### config.mk
export PLATFORM = sky130hd
export DESIGN_NAME = indexed_insert_delete_list_core
export DESIGN_NICKNAME = d
export VERILOG_FILES = /design/src/sv/iidl_pkg.sv /design/src/sv/iidl_ram.sv /design/src/sv/iidl_check.sv /design/src/sv/indexed_insert_delete_list_core.sv
export SDC_FILE = /design/constraint.sdc
export NUM_CORES = 1
export LEC_CHECK = 0
export BUFFER_PORTS_ARGS = -buffer_cell sky130_fd_sc_hd__buf_2
export CAP_MARGIN = 20
export CELL_PAD_IN_SITES_DETAIL_PLACEMENT = 1
export CELL_PAD_IN_SITES_GLOBAL_PLACEMENT = 1
export CORE_MARGIN = 4
export CORE_UTILIZATION = 52
export CTS_BUF_LIST = sky130_fd_sc_hd__clkbuf_16
export CTS_CLUSTER_SIZE = 8
export DETAILED_ROUTE_END_ITERATION = 16
export PLACE_DENSITY_LB_ADDON = 0.08
export SKIP_CTS_REPAIR_TIMING = 1
export SLEW_MARGIN = 20
export SYNTH_ARGS = -nofsm -noshare
export SYNTH_HDL_FRONTEND = slang
export SYNTH_SLANG_ARGS = --single-unit
### constraint.sdc
create_clock -name i_clk -period 6.4 [get_ports i_clk]
set_input_delay 0.64 -clock i_clk [delete_from_list [all_inputs] [get_ports i_clk]]
set_output_delay 0.64 -clock i_clk [all_outputs]
set_load 0.01 [all_outputs]
### src/sv/iidl_pkg.sv
// ----------------------------------------------------------------------------
// iidl_pkg
// shared types, codes and defaults for the indexed insert/delete list
// ----------------------------------------------------------------------------
package iidl_pkg;

    localparam int DEPTH_DEF      = 16;
    localparam int DATA_WIDTH_DEF = 32;

    localparam int KIND_W  = 3;
    localparam int POS_W   = 5;
    localparam int VALUE_W = 32;
    localparam int LEN_W   = 5;
    localparam int STAT_W  = 2;

    typedef enum logic [KIND_W-1:0] {
        KIND_START  = 3'd0,
        KIND_SET    = 3'd1,
        KIND_ERASE  = 3'd2,
        KIND_INSERT = 3'd3,
        KIND_PUSH   = 3'd4,
        KIND_READ   = 3'd5
    } t_kind;

    typedef enum logic [STAT_W-1:0] {
        ST_DONE  = 2'd0,
        ST_RANGE = 2'd1,
        ST_FULL  = 2'd2
    } t_status;

    typedef enum logic [2:0] {
        ACT_NONE,
        ACT_START,
        ACT_SET,
        ACT_ERASE,
        ACT_INSERT,
        ACT_PUSH,
        ACT_READ
    } t_act;

    // what the sequencer does with an accepted beat
    typedef struct packed {
        t_act    act;
        t_status status;
        logic    moves;   // entries have to shift before the op completes
    } t_plan;

endpackage

### src/sv/iidl_ram.sv
// ----------------------------------------------------------------------------
// iidl_ram
// generic simple dual-port ram, one write port and one registered read port
// ----------------------------------------------------------------------------
module iidl_ram #(
    parameter int WIDTH = 32,
    parameter int DEPTH = 16,
    parameter int AW    = $clog2(DEPTH)
) (
    input  logic             i_clk,
    input  logic             i_we,
    input  logic [AW-1:0]    i_waddr,
    input  logic [WIDTH-1:0] i_wdata,
    input  logic [AW-1:0]    i_raddr,
    output logic [WIDTH-1:0] o_rdata
);

    logic [WIDTH-1:0] r_mem [DEPTH];
    logic [WIDTH-1:0] r_rdata;

    always_ff @(posedge i_clk) begin
        if (i_we) begin
            r_mem[i_waddr] <= i_wdata;
        end
        r_rdata <= r_mem[i_raddr];
    end

    assign o_rdata = r_rdata;

endmodule

### src/sv/iidl_check.sv
// ----------------------------------------------------------------------------
// iidl_check
// bounds and capacity checks, turns a command beat into a plan
// ----------------------------------------------------------------------------
module iidl_check
    import iidl_pkg::*;
#(
    parameter int DEPTH = DEPTH_DEF,
    parameter int CW    = $clog2(DEPTH + 1)
) (
    input  logic [KIND_W-1:0] i_kind,
    input  logic [POS_W-1:0]  i_position,
    input  logic [CW-1:0]     i_count,
    output t_plan             o_plan
);

    localparam int CMPW = (CW > POS_W) ? CW : POS_W;

    logic [CMPW-1:0] pos_x;
    logic [CMPW-1:0] cnt_x;
    logic [CMPW-1:0] depth_x;
    logic            full;

    assign pos_x   = CMPW'(i_position);
    assign cnt_x   = CMPW'(i_count);
    assign depth_x = CMPW'(DEPTH);
    assign full    = (cnt_x == depth_x);

    always_comb begin
        o_plan.act    = ACT_NONE;
        o_plan.status = ST_DONE;
        o_plan.moves  = 1'b0;
        unique case (t_kind'(i_kind))
            KIND_START: begin
                if (pos_x > depth_x) o_plan.status = ST_RANGE;
                else                 o_plan.act    = ACT_START;
            end
            KIND_SET: begin
                if (pos_x >= cnt_x) o_plan.status = ST_RANGE;
                else                o_plan.act    = ACT_SET;
            end
            KIND_ERASE: begin
                if (pos_x >= cnt_x) begin
                    o_plan.status = ST_RANGE;
                end else begin
                    o_plan.act   = ACT_ERASE;
                    o_plan.moves = (pos_x + CMPW'(1) != cnt_x);
                end
            end
            KIND_INSERT: begin
                if (pos_x > cnt_x) begin
                    o_plan.status = ST_RANGE;
                end else if (full) begin
                    o_plan.status = ST_FULL;
                end else begin
                    o_plan.act   = ACT_INSERT;
                    o_plan.moves = (pos_x != cnt_x);
                end
            end
            KIND_PUSH: begin
                if (full) o_plan.status = ST_FULL;
                else      o_plan.act    = ACT_PUSH;
            end
            KIND_READ: begin
                if (pos_x >= cnt_x) o_plan.status = ST_RANGE;
                else                o_plan.act    = ACT_READ;
            end
            default: begin
                // unused kinds: ignored, report done
                o_plan.act = ACT_NONE;
            end
        endcase
    end

endmodule

### src/sv/indexed_insert_delete_list_core.sv
// ----------------------------------------------------------------------------
// indexed_insert_delete_list_core
// fixed-capacity ordered list of signed words with insert, erase and read
// ----------------------------------------------------------------------------
// A command beat is taken when start is high and busy is low, and exactly one
// result beat follows, marked by o_done for a single cycle; the receiver
// cannot stall it, so it must take every result as it comes. Start, set, push,
// insert at the tail, erase of the last entry, refused commands and unused
// kinds finish at once: the result shows in the next cycle and busy never
// rises, so such commands can be issued every cycle. A read holds busy while
// in S_READ (the list ram has a registered read port), and its result is
// registered as it leaves that state. Erase at position p of a list of n entries
// moves the n-1-p entries above p, insert at p moves the n-p entries from p
// up: the entries are moved one at a time through the single read and write
// port of the ram, a read then a write per entry, and an insert ends in S_FILL,
// writing the new word. No clearing pass is needed after reset; an entry that
// was never written holds whatever the ram powered up with.
// ----------------------------------------------------------------------------
module indexed_insert_delete_list_core
    import iidl_pkg::*;
#(
    parameter int DEPTH      = DEPTH_DEF,
    parameter int DATA_WIDTH = DATA_WIDTH_DEF
) (
    input  logic               i_clk,
    input  logic               i_rst_n,
    // command beat
    input  logic               start,
    output logic               busy,
    input  logic [KIND_W-1:0]  i_kind,
    input  logic [POS_W-1:0]   i_position,
    input  logic signed [VALUE_W-1:0] i_value,
    // result beat
    output logic               o_done,
    output logic signed [VALUE_W-1:0] o_read_value,
    output logic [LEN_W-1:0]   o_length,
    output logic [STAT_W-1:0]  o_status
);

    localparam int AW = $clog2(DEPTH);
    localparam int CW = $clog2(DEPTH + 1);

    typedef enum logic [2:0] {
        S_IDLE,
        S_READ,
        S_MOVE_RD,
        S_MOVE_WR,
        S_FILL
    } t_state;

    // sequencer state
    t_state                  r_state, n_state;
    logic [CW-1:0]           r_count, n_count;
    logic [AW-1:0]           r_idx, n_idx;     // slot written by the next move
    logic [AW-1:0]           r_end, n_end;     // slot where moving stops
    logic                    r_dir, n_dir;     // 1: moving up (insert)
    logic [DATA_WIDTH-1:0]   r_word, n_word;   // word held for the insert fill

    // result registers
    logic                    r_done, n_done;
    logic signed [VALUE_W-1:0] r_rdv, n_rdv;
    logic [LEN_W-1:0]        r_len, n_len;
    t_status                 r_stat, n_stat;

    // ram ports
    logic                    ram_we;
    logic [AW-1:0]           ram_waddr;
    logic [DATA_WIDTH-1:0]   ram_wdata;
    logic [AW-1:0]           ram_raddr;
    logic [DATA_WIDTH-1:0]   ram_rdata;

    logic                    accept;
    t_plan                   plan;
    logic [AW-1:0]           pos_a;
    logic [AW-1:0]           cnt_a;
    logic [AW-1:0]           src;
    logic [63:0]             value_ext;
    logic [DATA_WIDTH-1:0]   in_word;
    logic signed [DATA_WIDTH-1:0] rd_word;

    assign busy   = (r_state != S_IDLE);
    assign accept = start && !busy;

    // slot indexes; in-range positions always fit the address width
    assign pos_a = AW'(i_position);
    assign cnt_a = AW'(r_count);

    // shared step unit: source slot of the current move
    assign src = r_dir ? (r_idx - AW'(1)) : (r_idx + AW'(1));

    // incoming word keeps its low DATA_WIDTH bits
    assign value_ext = {32'd0, i_value};
    assign in_word   = value_ext[DATA_WIDTH-1:0];

    // stored word back out, sign-extended from DATA_WIDTH then cut to 32 bits
    assign rd_word = $signed(ram_rdata);

    iidl_check #(
        .DEPTH (DEPTH),
        .CW    (CW)
    ) u_check (
        .i_kind     (i_kind),
        .i_position (i_position),
        .i_count    (r_count),
        .o_plan     (plan)
    );

    iidl_ram #(
        .WIDTH (DATA_WIDTH),
        .DEPTH (DEPTH),
        .AW    (AW)
    ) u_ram (
        .i_clk   (i_clk),
        .i_we    (ram_we),
        .i_waddr (ram_waddr),
        .i_wdata (ram_wdata),
        .i_raddr (ram_raddr),
        .o_rdata (ram_rdata)
    );

    always_comb begin
        n_state   = r_state;
        n_count   = r_count;
        n_idx     = r_idx;
        n_end     = r_end;
        n_dir     = r_dir;
        n_word    = r_word;
        n_done    = 1'b0;
        n_rdv     = '0;
        n_stat    = ST_DONE;
        n_len     = r_len;
        ram_we    = 1'b0;
        ram_waddr = pos_a;
        ram_wdata = in_word;
        ram_raddr = src;

        unique case (r_state)
            S_IDLE: begin
                if (accept) begin
                    n_stat = plan.status;
                    unique case (plan.act)
                        ACT_NONE: begin
                            n_done = 1'b1;
                        end
                        ACT_START: begin
                            n_count = CW'(i_position);
                            n_done  = 1'b1;
                        end
                        ACT_SET: begin
                            ram_we = 1'b1;
                            n_done = 1'b1;
                        end
                        ACT_PUSH: begin
                            ram_we    = 1'b1;
                            ram_waddr = cnt_a;
                            n_count   = r_count + CW'(1);
                            n_done    = 1'b1;
                        end
                        ACT_ERASE: begin
                            n_count = r_count - CW'(1);
                            if (plan.moves) begin
                                // shift the entries above the hole down
                                n_idx   = pos_a;
                                n_end   = AW'(r_count - CW'(1));
                                n_dir   = 1'b0;
                                n_state = S_MOVE_RD;
                            end else begin
                                n_done = 1'b1;
                            end
                        end
                        ACT_INSERT: begin
                            n_count = r_count + CW'(1);
                            if (plan.moves) begin
                                // open a gap at the position, top entry first
                                n_idx   = cnt_a;
                                n_end   = pos_a;
                                n_dir   = 1'b1;
                                n_word  = in_word;
                                n_state = S_MOVE_RD;
                            end else begin
                                ram_we = 1'b1;
                                n_done = 1'b1;
                            end
                        end
                        ACT_READ: begin
                            ram_raddr = pos_a;
                            n_state   = S_READ;
                        end
                        default: begin
                            n_done = 1'b1;
                        end
                    endcase
                end
            end
            S_READ: begin
                n_rdv   = VALUE_W'(64'(rd_word));
                n_done  = 1'b1;
                n_state = S_IDLE;
            end
            S_MOVE_RD: begin
                ram_raddr = src;
                n_state   = S_MOVE_WR;
            end
            S_MOVE_WR: begin
                ram_we    = 1'b1;
                ram_waddr = r_idx;
                ram_wdata = ram_rdata;
                n_idx     = src;
                if (src == r_end) begin
                    if (r_dir) begin
                        n_state = S_FILL;
                    end else begin
                        n_done  = 1'b1;
                        n_state = S_IDLE;
                    end
                end else begin
                    n_state = S_MOVE_RD;
                end
            end
            S_FILL: begin
                ram_we    = 1'b1;
                ram_waddr = r_end;
                ram_wdata = r_word;
                n_done    = 1'b1;
                n_state   = S_IDLE;
            end
            default: begin
                n_state = S_IDLE;
            end
        endcase

        if (n_done) begin
            n_len = LEN_W'(n_count);
        end
    end

    always_ff @(posedge i_clk) begin
        if (!i_rst_n) begin
            r_state <= S_IDLE;
            r_count <= '0;
            r_done  <= 1'b0;
        end else begin
            r_state <= n_state;
            r_count <= n_count;
            r_done  <= n_done;
        end
        r_idx  <= n_idx;
        r_end  <= n_end;
        r_dir  <= n_dir;
        r_word <= n_word;
        r_rdv  <= n_rdv;
        r_len  <= n_len;
        r_stat <= n_stat;
    end

    assign o_done       = r_done;
    assign o_read_value = r_rdv;
    assign o_length     = r_len;
    assign o_status     = r_stat;

    // length never grows past capacity
    a_count_bound: assert property (@(posedge i_clk) disable iff (!i_rst_n)
        r_count <= CW'(DEPTH))
        else $error("list length beyond capacity");

    // every accepted beat either answers next cycle or keeps the block busy
    a_accept_answer: assert property (@(posedge i_clk) disable iff (!i_rst_n)
        (start && !busy) |=> (o_done || busy))
        else $error("accepted beat left without result or busy");

    // the end of a multi-cycle command comes with its result beat
    a_busy_end_done: assert property (@(posedge i_clk) disable iff (!i_rst_n)
        $fell(busy) |-> o_done)
        else $error("busy dropped without a result beat");

    // a refused command leaves the length alone
    a_refuse_stable: assert property (@(posedge i_clk) disable iff (!i_rst_n)
        (o_done && (o_status != ST_DONE)) |-> $stable(r_count))
        else $error("refused command changed the length");

endmodule

==> flow_summary.toml <==
[power]
power_w = 0.00918
peakVddDrop_mv = 0.223
p_leak_nw = 10.1
powerDensity_nw_per_um2 = 315

[placement]
dp_slack_ns = 1.61
dpl_cell_area_um2 = 26600
gp_congestion = 0.856
io_buffer_count = 83
dp_hpwl_um = 38000

[global_routing]
grt_overflow = 0
antenna_found_initial = 1
track_usage_pct = 26.9
grt_pass1_vias = 17100
grt_max_degree = 134
grt_pass1_wl_um = 108000

[synthesis]
synth_nets = 1878
async_reset_ff_share_pct = 0
postSynthAreaPerCell_um2 = 14.0
synth-edff-count = 558
synth.distinct_cells = 62
yosys-top-cells-area = "edfxtp_1, dfxtp_1, nand2_1, a311oi_1, a21boi_0"
netlist.area_leader.share_pct = 65.8
seq_area_frac_synth_pct = 71.7
mappedNetlistArea_um2 = 25500
ys_seq_elements = 633
ys.flop_type = "edfxtp_1"
synth_warnings = 0
synthCells = 1822
yosysTopAreaCell = "edfxtp_1"

[cells_and_area]
drive_gt1_share_pct = 13.9
n_fill_cell = 4506
area_growth_pct = 14.4
design_area_um2 = 29100
layout_commonest_cell = "edfxtp_1"
antennaDiodeCount = 0
regArea_um2 = 18300
multiInputGateArea_um2 = 6720
nets = 1957
mostFrequentLayoutCells = "edfxtp_1, nand2_1, a21boi_0, a311oi_1, a211oi_1"

[worst_setup_path]
cp_max_fo = 133
endpoint_kind = "flip-flop"
crit_path_start = "r_count[2]"
critical_path_class = "reg2reg"
start_kind = "flip-flop"
worst-endpoint-required_ns = 6.88
r2r-start = "r_count[2]"
critPathArrivalTime_ns = 5.27

[cts]
clock_sinks = 633
clock-root-buffer = "clkbuf_16"
cts_buffer_depth = 3
cts_tree = "yes"
clk_pin_slew_ns = 0.05
cts_buffers = 89
h-tree-depth = 3
insertion_delay_ns = 0.62

[floorplanning]
die_w_um = 229
die_area_um2 = 52600
initial_core_util_pct = 53.0
rows = 80
fp.dieH_um = 229
num_io_pins = 84
coreArea_um2 = 48000

[detailed_routing]
drtIter0Drc = 1366
dr.pass1.iters = 5
wl_um = 71200
postRouteAntennaNets = 0
via_count = 16300
wl_per_cell_um = 27.6
via_per_inst = 6.32
drc = 0

[timing]
tns_ns = 0
fin_ws_ns = 1.61
worst_pin_slew_ns = 1.08
layout_min_cycle_time_ns = 4.79
slew_viol_final = 0
finClkSkew_ns = 0.0253
hold_viol = 0
relSlewSlack_pct = 27.8
clock.fmax_mhz = 209
setup_viol = 0
period_share_pct = 74.8
grt_setup_unrepaired = "no"

[run_status]
outcome = "finished clean"

[worst_hold_path]
hp-class = "in2reg"
min_from = "i_value[11]"

[flow_run]
maxCapViolCount = 0
==> worst max-delay path, stage by stage, from the launching register on <==
cell,delay [ns]
dfxtp_1,0.63
inv_1,0.21
ha_1,0.34
a21oi_1,0.08
o21ai_0,0.63
nor2_1,0.31
mux2_8,0.95
buf_4,0.60
a311oi_1,0.23
or4_1,0.55
==> synthesized netlist by cell type, drive strengths merged (2+ instances only) <==
| master | instances |
|---|---|
| nor2b | 7 |
| edfxtp | 558 |
| or3 | 2 |
| nor3 | 7 |
| nand3 | 9 |
| xnor2 | 6 |
| a21o | 2 |
| nand3b | 2 |
| mux2i | 9 |
| mux2 | 5 |
| nand2b | 5 |
| a2111oi | 2 |
| nand2 | 350 |
| o31ai | 2 |
| nor3b | 4 |
| or4 | 33 |
| a211oi | 129 |
| a21boi | 129 |
| and3 | 4 |
| a31oi | 4 |
| a221oi | 4 |
| dfxtp | 75 |
| ha | 12 |
| a22oi | 34 |
| o21ai | 13 |
| a21oi | 26 |
| nor2 | 33 |
| inv | 12 |
| buf | 41 |
| and2 | 42 |
| o211ai | 2 |
| o22ai | 2 |
| clkbuf | 98 |
| xor2 | 8 |
| nor4 | 4 |
| a311oi | 128 |
| and4 | 2 |
==> power by group <==
group / internal, W / leakage, nW / switching [W] / total [W]
clock: 0.00253 / 1.49 / 0.00170 / 0.00423
sequential: 0.00455 / 5.64 / 0.0000259 / 0.00457
combinational: 0.000102 / 2.96 / 0.000277 / 0.000379
==> cell type report <==
cell class	count	share of cell area, %
Clock buffer	91	7.82
Inverter	12	0.155
Timing Repair Buffer	127	2.65
Multi-Input combinational cell	1038	23.1
Sequential cell	633	62.7
Tap cell	615	2.64
Clock inverter	69	0.971
==> per-stage QoR <==
step / instances / hold WS [ns] / utilization [%]
6_report: 2585 / 0.207 / 60.6
2_1_floorplan: 1822 / 0.431 / -
3_5_place_dp: 2425 / 0.449 / 55.3
4_1_cts: 2585 / 0.167 / 60.6
5_1_grt: 2585 / 0.178 / 60.6
3_3_place_gp: 2425 / 0.442 / 55.3
==> logic make-up (layout without fill, tap and decap cells) <==
kind of cell / count (synthesis) / after routing / share of synthesized area [%]
buffers and inverters: 151 / 299 / 2.60
adder cells (fa/ha/maj): 14 / 14 / 0.708
multiplexers: 14 / 14 / 0.575
XOR/XNOR: 14 / 14 / 0.482
AO/OA/AOI/OAI: 487 / 487 / 14.9
flip-flops: 633 / 633 / 71.7
AND/OR/NAND/NOR: 509 / 509 / 8.97
==> flip-flops by register name, summed over array words and instances, names as in the netlist, 4 cells and up <==
signal,cells
u_ram.r_mem,512
u_ram.o_rdata,32
r_count,5
o_length,5
r_end,4
r_idx,4
o_read_value,32
r_word,32
==> final timing paths <==
kind / endpoint / slack [ns] / depth (start not counted)
min: r_word[11] / 0.21 / 1
min reg2reg: o_read_value[20] / 0.45 / 1
max reg2reg: u_ram.o_rdata[24] / 1.61 / 9
max: u_ram.o_rdata[24] / 1.61 / 9
==> metal layers <==
layer  track usage (%)  wire [um]  up-vias
li1                  -          -     7225
met3              4.51       4110      113
met5                 0          0        -
met1              37.6      30800     8478
met4              8.10       1550        0
met2              43.8      34800      521
Note: power is estimated with default switching activity, not from simulation.
